## src/hdl/rrjs_pkg.sv

```systemverilog
// ----------------------------------------------------------------------------
// rrjs_pkg
// Shared types and constants of the round-robin job scheduler.
// ----------------------------------------------------------------------------
package rrjs_pkg;

	// configuration register indexes
	localparam int REG_IDX_W       = 1;
	localparam logic [REG_IDX_W-1:0] REG_SCHED_MODE = 1'd0;
	localparam logic [REG_IDX_W-1:0] REG_QUANTUM    = 1'd1;

	localparam int CFG_DATA_W = 8;
	localparam int FIELD_W    = 8;   // width of the size and slice fields
	localparam int TIME_W     = 16;

	localparam logic                  MODE_RESET    = 1'b0;
	localparam logic [FIELD_W-1:0]    QUANTUM_RESET = 8'd6;
	localparam logic                  MODE_RR       = 1'b1;

	// controller to datapath
	typedef struct packed {
		logic accept;    // latch an arrival and push it
		logic rd_head;   // read the head entry
		logic dispatch;  // run the head job and load the result
	} ctrl_cmd_t;

	// datapath to controller
	typedef struct packed {
		logic out_busy;  // result register holds a beat not taken this cycle
	} dp_status_t;

endpackage

```

## src/hdl/rrjs_ctrl.sv

```systemverilog
// ----------------------------------------------------------------------------
// rrjs_ctrl
// Step sequencer: accept, head read, dispatch.
// ----------------------------------------------------------------------------
module rrjs_ctrl
	import rrjs_pkg::*;
(
	input  logic       clk,
	input  logic       arst_n,
	input  logic       in_valid,
	output logic       in_ready,
	input  dp_status_t status,
	output ctrl_cmd_t  cmd
);

	localparam logic [1:0] ST_IDLE = 2'd0;
	localparam logic [1:0] ST_READ = 2'd1;
	localparam logic [1:0] ST_DISP = 2'd2;

	logic [1:0] state_q;
	logic [1:0] state_d;

	assign in_ready = (state_q == ST_IDLE);

	always_comb begin
		state_d      = state_q;
		cmd.accept   = 1'b0;
		cmd.rd_head  = 1'b0;
		cmd.dispatch = 1'b0;
		unique case (state_q)
			ST_IDLE: begin
				if (in_valid) begin
					cmd.accept = 1'b1;
					state_d    = ST_READ;
				end
			end
			ST_READ: begin
				cmd.rd_head = 1'b1;
				state_d     = ST_DISP;
			end
			ST_DISP: begin
				// hold until the result register can take the beat
				if (!status.out_busy) begin
					cmd.dispatch = 1'b1;
					state_d      = ST_IDLE;
				end
			end
			default: begin
				state_d = ST_IDLE;
			end
		endcase
	end

	always_ff @(posedge clk or negedge arst_n) begin
		if (!arst_n) begin
			state_q <= ST_IDLE;
		end else begin
			state_q <= state_d;
		end
	end

endmodule

```

## src/hdl/rrjs_datapath.sv

```systemverilog
// ----------------------------------------------------------------------------
// rrjs_datapath
// Job queue memory, pointers, time counter, config and result register.
// ----------------------------------------------------------------------------
module rrjs_datapath
	import rrjs_pkg::*;
#(
	parameter int QUEUE_DEPTH = 16,
	parameter int SIZE_BITS   = 8
) (
	input  logic                  clk,
	input  logic                  arst_n,
	input  ctrl_cmd_t             cmd,
	output dp_status_t            status,
	input  logic                  cfg_wr_en,
	input  logic [REG_IDX_W-1:0]  cfg_index,
	input  logic [CFG_DATA_W-1:0] cfg_data,
	input  logic                  arrive_valid,
	input  logic [FIELD_W-1:0]    arrive_size,
	output logic                  out_valid,
	input  logic                  out_ready,
	output logic                  ran_valid,
	output logic [TIME_W-1:0]     ran_id,
	output logic [FIELD_W-1:0]    ran_size,
	output logic [FIELD_W-1:0]    slice_time,
	output logic                  requeued,
	output logic [TIME_W-1:0]     time_now,
	output logic                  arrival_dropped
);

	localparam int PTR_W = (QUEUE_DEPTH > 1) ? $clog2(QUEUE_DEPTH) : 1;
	localparam int CNT_W = $clog2(QUEUE_DEPTH + 1);
	localparam int CMP_W = (SIZE_BITS > FIELD_W) ? SIZE_BITS : FIELD_W;
	localparam logic [PTR_W-1:0] PTR_LAST = PTR_W'(QUEUE_DEPTH - 1);
	localparam logic [CNT_W-1:0] CNT_FULL = CNT_W'(QUEUE_DEPTH);

	function automatic logic [PTR_W-1:0] ptr_inc(input logic [PTR_W-1:0] p);
		return (p == PTR_LAST) ? '0 : p + PTR_W'(1);
	endfunction

	logic [TIME_W-1:0]    mem_id   [QUEUE_DEPTH];
	logic [SIZE_BITS-1:0] mem_size [QUEUE_DEPTH];

	logic [PTR_W-1:0]     head_q, tail_q;
	logic [CNT_W-1:0]     count_q;
	logic [TIME_W-1:0]    time_q;
	logic                 mode_q;
	logic [FIELD_W-1:0]   quantum_q;
	logic                 drop_q;
	logic [TIME_W-1:0]    rd_id_q;
	logic [SIZE_BITS-1:0] rd_size_q;
	logic                 out_valid_q;

	logic                 wr_en;
	logic [TIME_W-1:0]    wr_id;
	logic [SIZE_BITS-1:0] wr_size;
	logic                 push_arrival;
	logic                 has_job;
	logic [CMP_W-1:0]     size_ext, quantum_ext, slice_c;
	logic                 do_requeue;

	assign push_arrival = cmd.accept && arrive_valid && (count_q != CNT_FULL);
	assign has_job      = (count_q != '0);

	assign size_ext    = CMP_W'(rd_size_q);
	assign quantum_ext = CMP_W'(quantum_q);
	assign do_requeue  = (mode_q == MODE_RR) && (size_ext > quantum_ext);
	assign slice_c     = do_requeue ? quantum_ext : size_ext;

	// one write port: arrival at accept, requeue at dispatch
	always_comb begin
		wr_en   = 1'b0;
		wr_id   = time_q;
		wr_size = SIZE_BITS'(arrive_size);
		if (push_arrival) begin
			wr_en = 1'b1;
		end else if (cmd.dispatch && has_job && do_requeue) begin
			wr_en   = 1'b1;
			wr_id   = rd_id_q;
			wr_size = SIZE_BITS'(size_ext - quantum_ext);
		end
	end

	always_ff @(posedge clk) begin
		if (wr_en) begin
			mem_id[tail_q]   <= wr_id;
			mem_size[tail_q] <= wr_size;
		end
		if (cmd.rd_head) begin
			rd_id_q   <= mem_id[head_q];
			rd_size_q <= mem_size[head_q];
		end
	end

	always_ff @(posedge clk or negedge arst_n) begin
		if (!arst_n) begin
			head_q    <= '0;
			tail_q    <= '0;
			count_q   <= '0;
			time_q    <= '0;
			mode_q    <= MODE_RESET;
			quantum_q <= QUANTUM_RESET;
			drop_q    <= 1'b0;
		end else begin
			if (cfg_wr_en) begin
				unique case (cfg_index)
					REG_SCHED_MODE: mode_q    <= cfg_data[0];
					REG_QUANTUM:    quantum_q <= cfg_data;
					default: ;
				endcase
			end
			if (cmd.accept) begin
				drop_q <= arrive_valid && (count_q == CNT_FULL);
				if (push_arrival) begin
					tail_q  <= ptr_inc(tail_q);
					count_q <= count_q + CNT_W'(1);
				end
			end
			if (cmd.dispatch && has_job) begin
				head_q <= ptr_inc(head_q);
				time_q <= time_q + TIME_W'(slice_c);
				if (do_requeue) begin
					tail_q <= ptr_inc(tail_q);
				end else begin
					count_q <= count_q - CNT_W'(1);
				end
			end
		end
	end

	// result register
	always_ff @(posedge clk or negedge arst_n) begin
		if (!arst_n) begin
			out_valid_q <= 1'b0;
		end else if (cmd.dispatch) begin
			out_valid_q <= 1'b1;
		end else if (out_ready) begin
			out_valid_q <= 1'b0;
		end
	end

	always_ff @(posedge clk) begin
		if (cmd.dispatch) begin
			ran_valid       <= has_job;
			ran_id          <= has_job ? rd_id_q : '0;
			ran_size        <= has_job ? FIELD_W'(size_ext) : '0;
			slice_time      <= has_job ? FIELD_W'(slice_c) : '0;
			requeued        <= has_job && do_requeue;
			time_now        <= has_job ? time_q + TIME_W'(slice_c) : time_q;
			arrival_dropped <= drop_q;
		end
	end

	assign out_valid       = out_valid_q;
	assign status.out_busy = out_valid_q && !out_ready;

endmodule

```

## src/hdl/round_robin_job_scheduler_unit.sv

```systemverilog
// ----------------------------------------------------------------------------
// round_robin_job_scheduler_unit
// Job scheduler with a FIFO of pending jobs, first-come or round-robin.
// ----------------------------------------------------------------------------
// Each input beat is one scheduling step and gives exactly one result beat.
// A step runs in order: the arrival is written into the job queue, the head
// entry is read from the queue memory (registered read), then the job is
// dispatched and a requeue, if any, goes back through the single write port.
// A new step is accepted only after the previous one has been dispatched;
// if the previous result has not been taken, dispatch waits for it. The queue
// needs no clearing after reset. A config write lands at the edge it is given
// on, so config must be written only between steps.
module round_robin_job_scheduler_unit
	import rrjs_pkg::*;
#(
	parameter int QUEUE_DEPTH = 16,
	parameter int SIZE_BITS   = 8
) (
	input  logic                  clk,
	input  logic                  arst_n,
	input  logic                  cfg_wr_en,
	input  logic [REG_IDX_W-1:0]  cfg_index,
	input  logic [CFG_DATA_W-1:0] cfg_data,
	input  logic                  in_valid,
	output logic                  in_ready,
	input  logic                  arrive_valid,
	input  logic [FIELD_W-1:0]    arrive_size,
	output logic                  out_valid,
	input  logic                  out_ready,
	output logic                  ran_valid,
	output logic [TIME_W-1:0]     ran_id,
	output logic [FIELD_W-1:0]    ran_size,
	output logic [FIELD_W-1:0]    slice_time,
	output logic                  requeued,
	output logic [TIME_W-1:0]     time_now,
	output logic                  arrival_dropped
);

	ctrl_cmd_t  cmd;
	dp_status_t status;

	rrjs_ctrl u_ctrl (
		.clk      (clk),
		.arst_n   (arst_n),
		.in_valid (in_valid),
		.in_ready (in_ready),
		.status   (status),
		.cmd      (cmd)
	);

	rrjs_datapath #(
		.QUEUE_DEPTH (QUEUE_DEPTH),
		.SIZE_BITS   (SIZE_BITS)
	) u_datapath (
		.clk             (clk),
		.arst_n          (arst_n),
		.cmd             (cmd),
		.status          (status),
		.cfg_wr_en       (cfg_wr_en),
		.cfg_index       (cfg_index),
		.cfg_data        (cfg_data),
		.arrive_valid    (arrive_valid),
		.arrive_size     (arrive_size),
		.out_valid       (out_valid),
		.out_ready       (out_ready),
		.ran_valid       (ran_valid),
		.ran_id          (ran_id),
		.ran_size        (ran_size),
		.slice_time      (slice_time),
		.requeued        (requeued),
		.time_now        (time_now),
		.arrival_dropped (arrival_dropped)
	);

endmodule

```

## config.mk

```make
export PLATFORM = sky130hd
export DESIGN_NAME = round_robin_job_scheduler_unit
export DESIGN_NICKNAME = d
export VERILOG_FILES = /design/src/hdl/rrjs_pkg.sv /design/src/hdl/rrjs_ctrl.sv /design/src/hdl/rrjs_datapath.sv /design/src/hdl/round_robin_job_scheduler_unit.sv
export SDC_FILE = /design/constraint.sdc
export NUM_CORES = 1
export LEC_CHECK = 0
export ABC_CLOCK_PERIOD_IN_PS = 9700
export BUFFER_PORTS_ARGS = -buffer_cell sky130_fd_sc_hd__buf_2
export CAP_MARGIN = 20
export CELL_PAD_IN_SITES_DETAIL_PLACEMENT = 1
export CELL_PAD_IN_SITES_GLOBAL_PLACEMENT = 2
export CORE_MARGIN = 2
export CORE_UTILIZATION = 35
export CTS_BUF_LIST = sky130_fd_sc_hd__clkbuf_2 sky130_fd_sc_hd__clkbuf_4 sky130_fd_sc_hd__clkbuf_8
export DETAILED_ROUTE_END_ITERATION = 8
export PLACE_DENSITY = 0.75
export SYNTH_ARGS = -nofsm -noshare
export SYNTH_HDL_FRONTEND = slang
export SYNTH_SLANG_ARGS = --single-unit
```

## constraint.sdc

```tcl
create_clock -name clk -period 9.7 [get_ports clk]
set_input_delay 0.485 -clock clk [delete_from_list [all_inputs] [get_ports clk]]
set_output_delay 0.485 -clock clk [all_outputs]
set_load 0.05 [all_outputs]
```

# After elaboration in Yosys (flattened, before gate mapping)
# Memory sizes are Yosys's and may differ from the RTL's. A register that Yosys moved wholly into a read port is not among the register bits.
# Index checks and enable logic that the tools add are counted.
# W data, S select, Z words.
# op_classes
add_sub_neg	6
magnitude_cmp	1
n_eq_ne	8
muxes	30
bitwise_logic	1
n_reduce_logical	15
# op_table
operator	n
$mux W16	3
$mux W4	6
$mux W8	3
$mux W5	4
$add A16 B8 Y16	1
$mux W1	11
$add A4 B1 Y4 const B	2
$eq A4 B4 Y1 const B	2
$gt A8 B8 Y1	1
$logic_and A1 B1 Y1	8
$sub A8 B8 Y8	1
$pmux W2 S3	1
$reduce_and A2 Y1	3
$add A5 B1 Y5 const B	1
$eq A5 B5 Y1 const B	1
$ne A5 B5 Y1 const B	1
$reduce_bool A5 Y1	1
$sub A5 B1 Y5 const B	1
$mux W2	2
$ne A2 B2 Y1 const B	2
$eq A2 B1 Y1 const B	1
$eq A2 B2 Y1 const B	1
$logic_not A2 Y1	1
$reduce_bool A2 Y1	1
other kinds (2)	2
# totals
reg_bits	93
mem_bits_rw	384
inputBits	23
output_inout_bits	53
word_cells	79
mem_count	2
# mem_list
name	words	width	read_ports	rd_clocked_by_memory_dff	write_ports	line_no	rtl
u_datapath.mem_id	16	16	1	1	1	rrjs_datapath.sv:41	logic [TIME_W-1:0] mem_id [QUEUE_DEPTH];
u_datapath.mem_size	16	8	1	1	1	rrjs_datapath.sv:42	logic [SIZE_BITS-1:0] mem_size [QUEUE_DEPTH];

# Logic depth before layout (Yosys ltp)
# logic_depth
ltp_word	10
depth_mapped	16
depth_no_buf	15

# Modules after synthesis
# From an unflattened synthesis, not the netlist that was laid out.
# hier_totals
cells_unflattened	1108
area_unflattened_um2	20712.4
# modules_own_cells
mod	instances	cells_per_inst	area_each_um2	seq_area_each_um2
rrjs_datapath	1	1099	20613.5	14786.7
rrjs_ctrl	1	9	98.8	50.0

# Least setup slack after synthesis
# OpenSTA, ideal clock, no wires.
# synth_timing
path_kind	reg-to-reg
from	register u_datapath.out_valid_q, in the netlist u_datapath.out_valid
to	memory u_datapath.mem_id[12][0] (enable)
setup_time_ns	0.440
arrival_time_ns	5.706
t_required_ns	9.260
path_slack_ns	3.554
path_stages_with_launch	8
n_path_buf	2
period_less_slack_ns	6.146
path_cell_list	dfrtp_1 > nand2b_1 > nor2b_1 > and2_1 > buf_6 > a21oi_4 > buf_6 > nor3b_1
# synth_lines
element	line_no	rtl
start: declaration	rrjs_datapath.sv:52	logic out_valid_q;
start signal: assignment	rrjs_datapath.sv:134	out_valid_q <= 1'b0;
start signal: assignment	rrjs_datapath.sv:136	out_valid_q <= 1'b1;
start signal: assignment	rrjs_datapath.sv:138	out_valid_q <= 1'b0;
end: declaration	rrjs_datapath.sv:41	

# Worst setup path in the final report
# layout_timing
from	register u_datapath.quantum_q[0], in the netlist u_datapath.quantum_ext[0]
to	register u_datapath.time_now[12] (data pin)
# layout_between
elab_chain_len	5
# layout_rtl
element	line_no	rtl
start: declaration	rrjs_datapath.sv:48	logic [FIELD_W-1:0] quantum_q;
start signal: assignment	rrjs_datapath.sv:108	REG_QUANTUM: quantum_q <= cfg_data;
$gt A8 B8 Y1	rrjs_datapath.sv:67	assign do_requeue = (mode_q == MODE_RR) && (size_ext > quantum_ext);
$logic_and A1 B1 Y1	rrjs_datapath.sv:67	
$mux W8 (*)	rrjs_datapath.sv:68	assign slice_c = do_requeue ? quantum_ext : size_ext;
via u_datapath.slice_c[0]	rrjs_datapath.sv:59	logic [CMP_W-1:0] size_ext, quantum_ext, slice_c;
$add A16 B8 Y16 (*)	rrjs_datapath.sv:149	time_now <= has_job ? time_q + TIME_W'(slice_c) : time_q;
$mux W16 (*)	rrjs_datapath.sv:149	
end signal: assignment	rrjs_datapath.sv:149	
end: declaration	rrjs_datapath.sv:27	output logic [TIME_W-1:0] time_now,
# Mark *: on every way through the listed nets, which the timed path passes. The rest lies on a longest branch.
# A chain may end at the register's enable or synchronous reset.

==> impl_metrics.env <==
export IMPL_multi_input_area_um2=5260
export IMPL_period_needed_ps=4250
export IMPL_seq_area_frac_synth_pct=72.8
export IMPL_utilization_pct=40.4
export IMPL_vias_per_cell=5.12
export IMPL_vias=11300
export IMPL_rsz0062_at_grt="no"
export IMPL_preCtsSetupSlack_ps=5410
export IMPL_gp_congestion=0.789
export IMPL_rr_worst_depth=14
export IMPL_crit_start="u_datapath.quantum_ext[0]"
export IMPL_io_pins=76
export IMPL_numPortBuffers=75
export IMPL_regToRegSetupSlack_ps=5450
export IMPL_start_kind="flop"
export IMPL_whs_endpoint="u_datapath.quantum_ext[4]"
export IMPL_grt_antenna_before_repair=0
export IMPL_fin_crit_sh_pct=43.9
export IMPL_slew_headroom_pct=37.3
export IMPL_critPathRequiredTime_ps=10080
export IMPL_synth_area_um2=20400
export IMPL_arrival_ps=4630
export IMPL_finalHoldViolations=0
export IMPL_grt_max_degree=55
export IMPL_n_antenna_cell=0
export IMPL_syn_nets=1289
export IMPL_finalInstanceArea_um2=23300
export IMPL_grt_pass1_wl_um=76600
export IMPL_end_kind="flop"
export IMPL_r2r_end="u_datapath.time_now[12]"
export IMPL_worstHoldPathCells=2
export IMPL_rows=88
export IMPL_critPathKind="reg -> reg"
export IMPL_setup_tns_ps=0
export IMPL_drc_errors=0
export IMPL_hold_class="in -> reg"
export IMPL_clk_latency_ps=640
export IMPL_ys_flop_type="edfxtp_1"
export IMPL_max_freq_ghz=0.235
export IMPL_firstDrtPassIters=5
export IMPL_htree_levels=3
export IMPL_yosysUniqueCellTypes=51
export IMPL_core_um2=57700
export IMPL_globalRouteTotalUtil_pct=17.2
export IMPL_min_from="cfg_data[4]"
export IMPL_holdWs_ps=96.6
export IMPL_cts_buffers=79
export IMPL_clk_transition_reported_paths_ps=60
export IMPL_drtIter0Drc=863
export IMPL_place_area_um2=21800
export IMPL_layout_common_cells="edfxtp_1 (459), nand2_1 (154), mux2i_1 (85)"
export IMPL_clk_path_buf_depth=3
export IMPL_initial_utilization_pct=35.3
export IMPL_gr_total_overflow=0
export IMPL_first_global_vias=12000
export IMPL_clkSinkCount=501
export IMPL_ant_nets=0
export IMPL_cts_root_buf="clkbuf_8"
export IMPL_placed_cells=2057
export IMPL_ys_seq_elements=501
export IMPL_die_y_um=245
export IMPL_slew_viol_final=0
export IMPL_fillers=5832
export IMPL_p_leak_nw=8.15
export IMPL_finalWorstSetupSlack_ps=5450
export IMPL_cts_tree="yes"
export IMPL_drive_above_1_share_pct=23.2
export IMPL_routed_wl_um=50600
export IMPL_cap_violations=0
export IMPL_synth_cells=1241
export IMPL_area_delta_synth_final_pct=14.2
export IMPL_final_cells=2202
export IMPL_design_power_total_mw=6.82
export IMPL_skew_ps=26.7
export IMPL_r2r_start="u_datapath.quantum_ext[0]"
export IMPL_wl_per_cell_um=23.0
export IMPL_setup_viol=0
export IMPL_run_status="finished clean"
export IMPL_hpwlAfterDp_um=28500
export IMPL_syn_avg_cell_area_um2=16.4
export IMPL_ir_worst_vdd_mv=0.141
export IMPL_seqCellArea_um2=14800
export IMPL_synth_warnings=0
export IMPL_synth_edf_count=459
export IMPL_die_w_um=245
export IMPL_cts_setup_buffers=0
export IMPL_final_common_cell="edfxtp_1"
export IMPL_final_nets=1422
export IMPL_p_per_area_nw_per_um2=293
export IMPL_die_area_um2=60200
export IMPL_async_flop_share_pct=8.38
export IMPL_critical_path_peak_fanout=5
export IMPL_worst_pin_slew_ps=940
==> synth_stat cells (all sizes together), types with 4 or more instances <==
| library cell | instances | area share, % |
|---|---|---|
| buf | 31 | 0.83 |
| clkbuf | 29 | 0.53 |
| a21oi | 41 | 1.1 |
| inv | 21 | 0.39 |
| nand4 | 9 | 0.28 |
| mux2i | 85 | 4.2 |
| a21o | 8 | 0.29 |
| nor3 | 6 | 0.17 |
| and2 | 37 | 1.1 |
| mux4 | 48 | 5.3 |
| nand2 | 157 | 2.9 |
| edfxtp | 459 | 68 |
| nor3b | 7 | 0.31 |
| ha | 23 | 1.4 |
| nor2b | 4 | 0.12 |
| a211oi | 4 | 0.15 |
| xnor2 | 20 | 0.86 |
| nand3 | 10 | 0.25 |
| nor2 | 16 | 0.33 |
| xor2 | 13 | 0.56 |
| o21ai | 71 | 1.7 |
| nand2b | 4 | 0.12 |
| a221oi | 25 | 1.1 |
| a22oi | 24 | 0.88 |
| o21bai | 4 | 0.15 |
| dfrtp | 40 | 4.9 |
| and3 | 6 | 0.18 |
| mux2 | 22 | 1.2 |
==> cells by family (layout without fill, tap and decap cells) <==
logic type	count (synthesis)	after routing	share of synthesized area (%)
buffers and inverters	81	277	1.75
xor gates and xnor gates	33	33	1.42
AOI/OAI and AO/OA	188	188	5.88
and+or+nand+nor	258	258	5.88
adders and majority gates	25	25	1.61
muxes	155	155	10.7
DFF	501	501	72.8
==> flip-flops by register name, indices dropped and copies added (netlist names) <==
register and flops:
u_datapath.rd_size_q 8, u_datapath.drop_q 1, u_datapath.mode_q 1, u_datapath.out_valid 1, u_datapath.rd_id_q 16, u_datapath.arrival_dropped 1, u_datapath.requeued 1, u_datapath.ran_id 16
u_datapath.slice_time 8, u_datapath.mem_size 128, u_datapath.time_now 16, u_datapath.tail_q 4, u_datapath.count_q 5, u_datapath.time_q 16, u_datapath.mem_id 256, u_ctrl.state_q 2
u_datapath.quantum_ext 8, u_datapath.ran_valid 1, u_datapath.ran_size 8, u_datapath.head_q 4
==> layer usage <==
metal / track usage [%] / vias up / share of wire [%]
met4: 5.70 / 0 / 2.1
met2: 29.2 / 303 / 50
met3: 2.91 / 74 / 4.9
met5: 0 / - / 0
li1: - / 5048 / -
met1: 22.3 / 5859 / 43
==> where the power goes <==
group          switching (mW)  internal (mW)  total (mW)  leakage [nW]
Combinational            1.35          0.742        2.10          2.64
Clock                   0.812          0.902        1.71         0.804
Sequential              0.207           2.80        3.01          4.71
Total                    2.37           4.44        6.82          8.15
==> layout make-up <==
type	count	share of cell area, %
tap	765	4.11
sequential	501	63.7
inverter	21	0.338
clock buffer	105	5.59
timing repair buffer	112	2.80
clock inverter	39	0.876
multi-input combinational	659	22.6
==> how the worst max path moves through the flow <==
stage | slack (ps) | end | cells after the start
after floorplan | 3550 | u_datapath.mem_id[12][0] | 7
after global placement | 5160 | u_datapath.mem_size[10][4] | 9
after detailed placement | 5410 | u_datapath.mem_id[8][12] | 10
after CTS | 5380 | u_datapath.mem_id[9][12] | 10
after global routing | 5080 | u_datapath.time_now[11] | 13
final | 5450 | u_datapath.time_now[12] | 14
==> worst max-delay path: stages, from the launching register on <==
cell      delay (ps)
dfrtp_1          400
ha_1             230
fa_1             400
nand2b_1         190
a211oi_1         420
o31a_2           310
mux2_2           390
ha_1             240
fa_1             470
a211oi_1         260
o21bai_1         150
nand2b_1         110
a21o_1           230
nor2_1            80
xor2_1           140
==> repair_timing <==
| item | CTS | global route |
|---|---|---|
| gates resized for setup | 0 | 0 |
| hold endpoints to repair | 40 | 0 |
| endpoints found under the setup margin | 0 | 0 |
| hold buffers | 1 | 0 |
No activity file was read; power rests on OpenSTA's default activity.
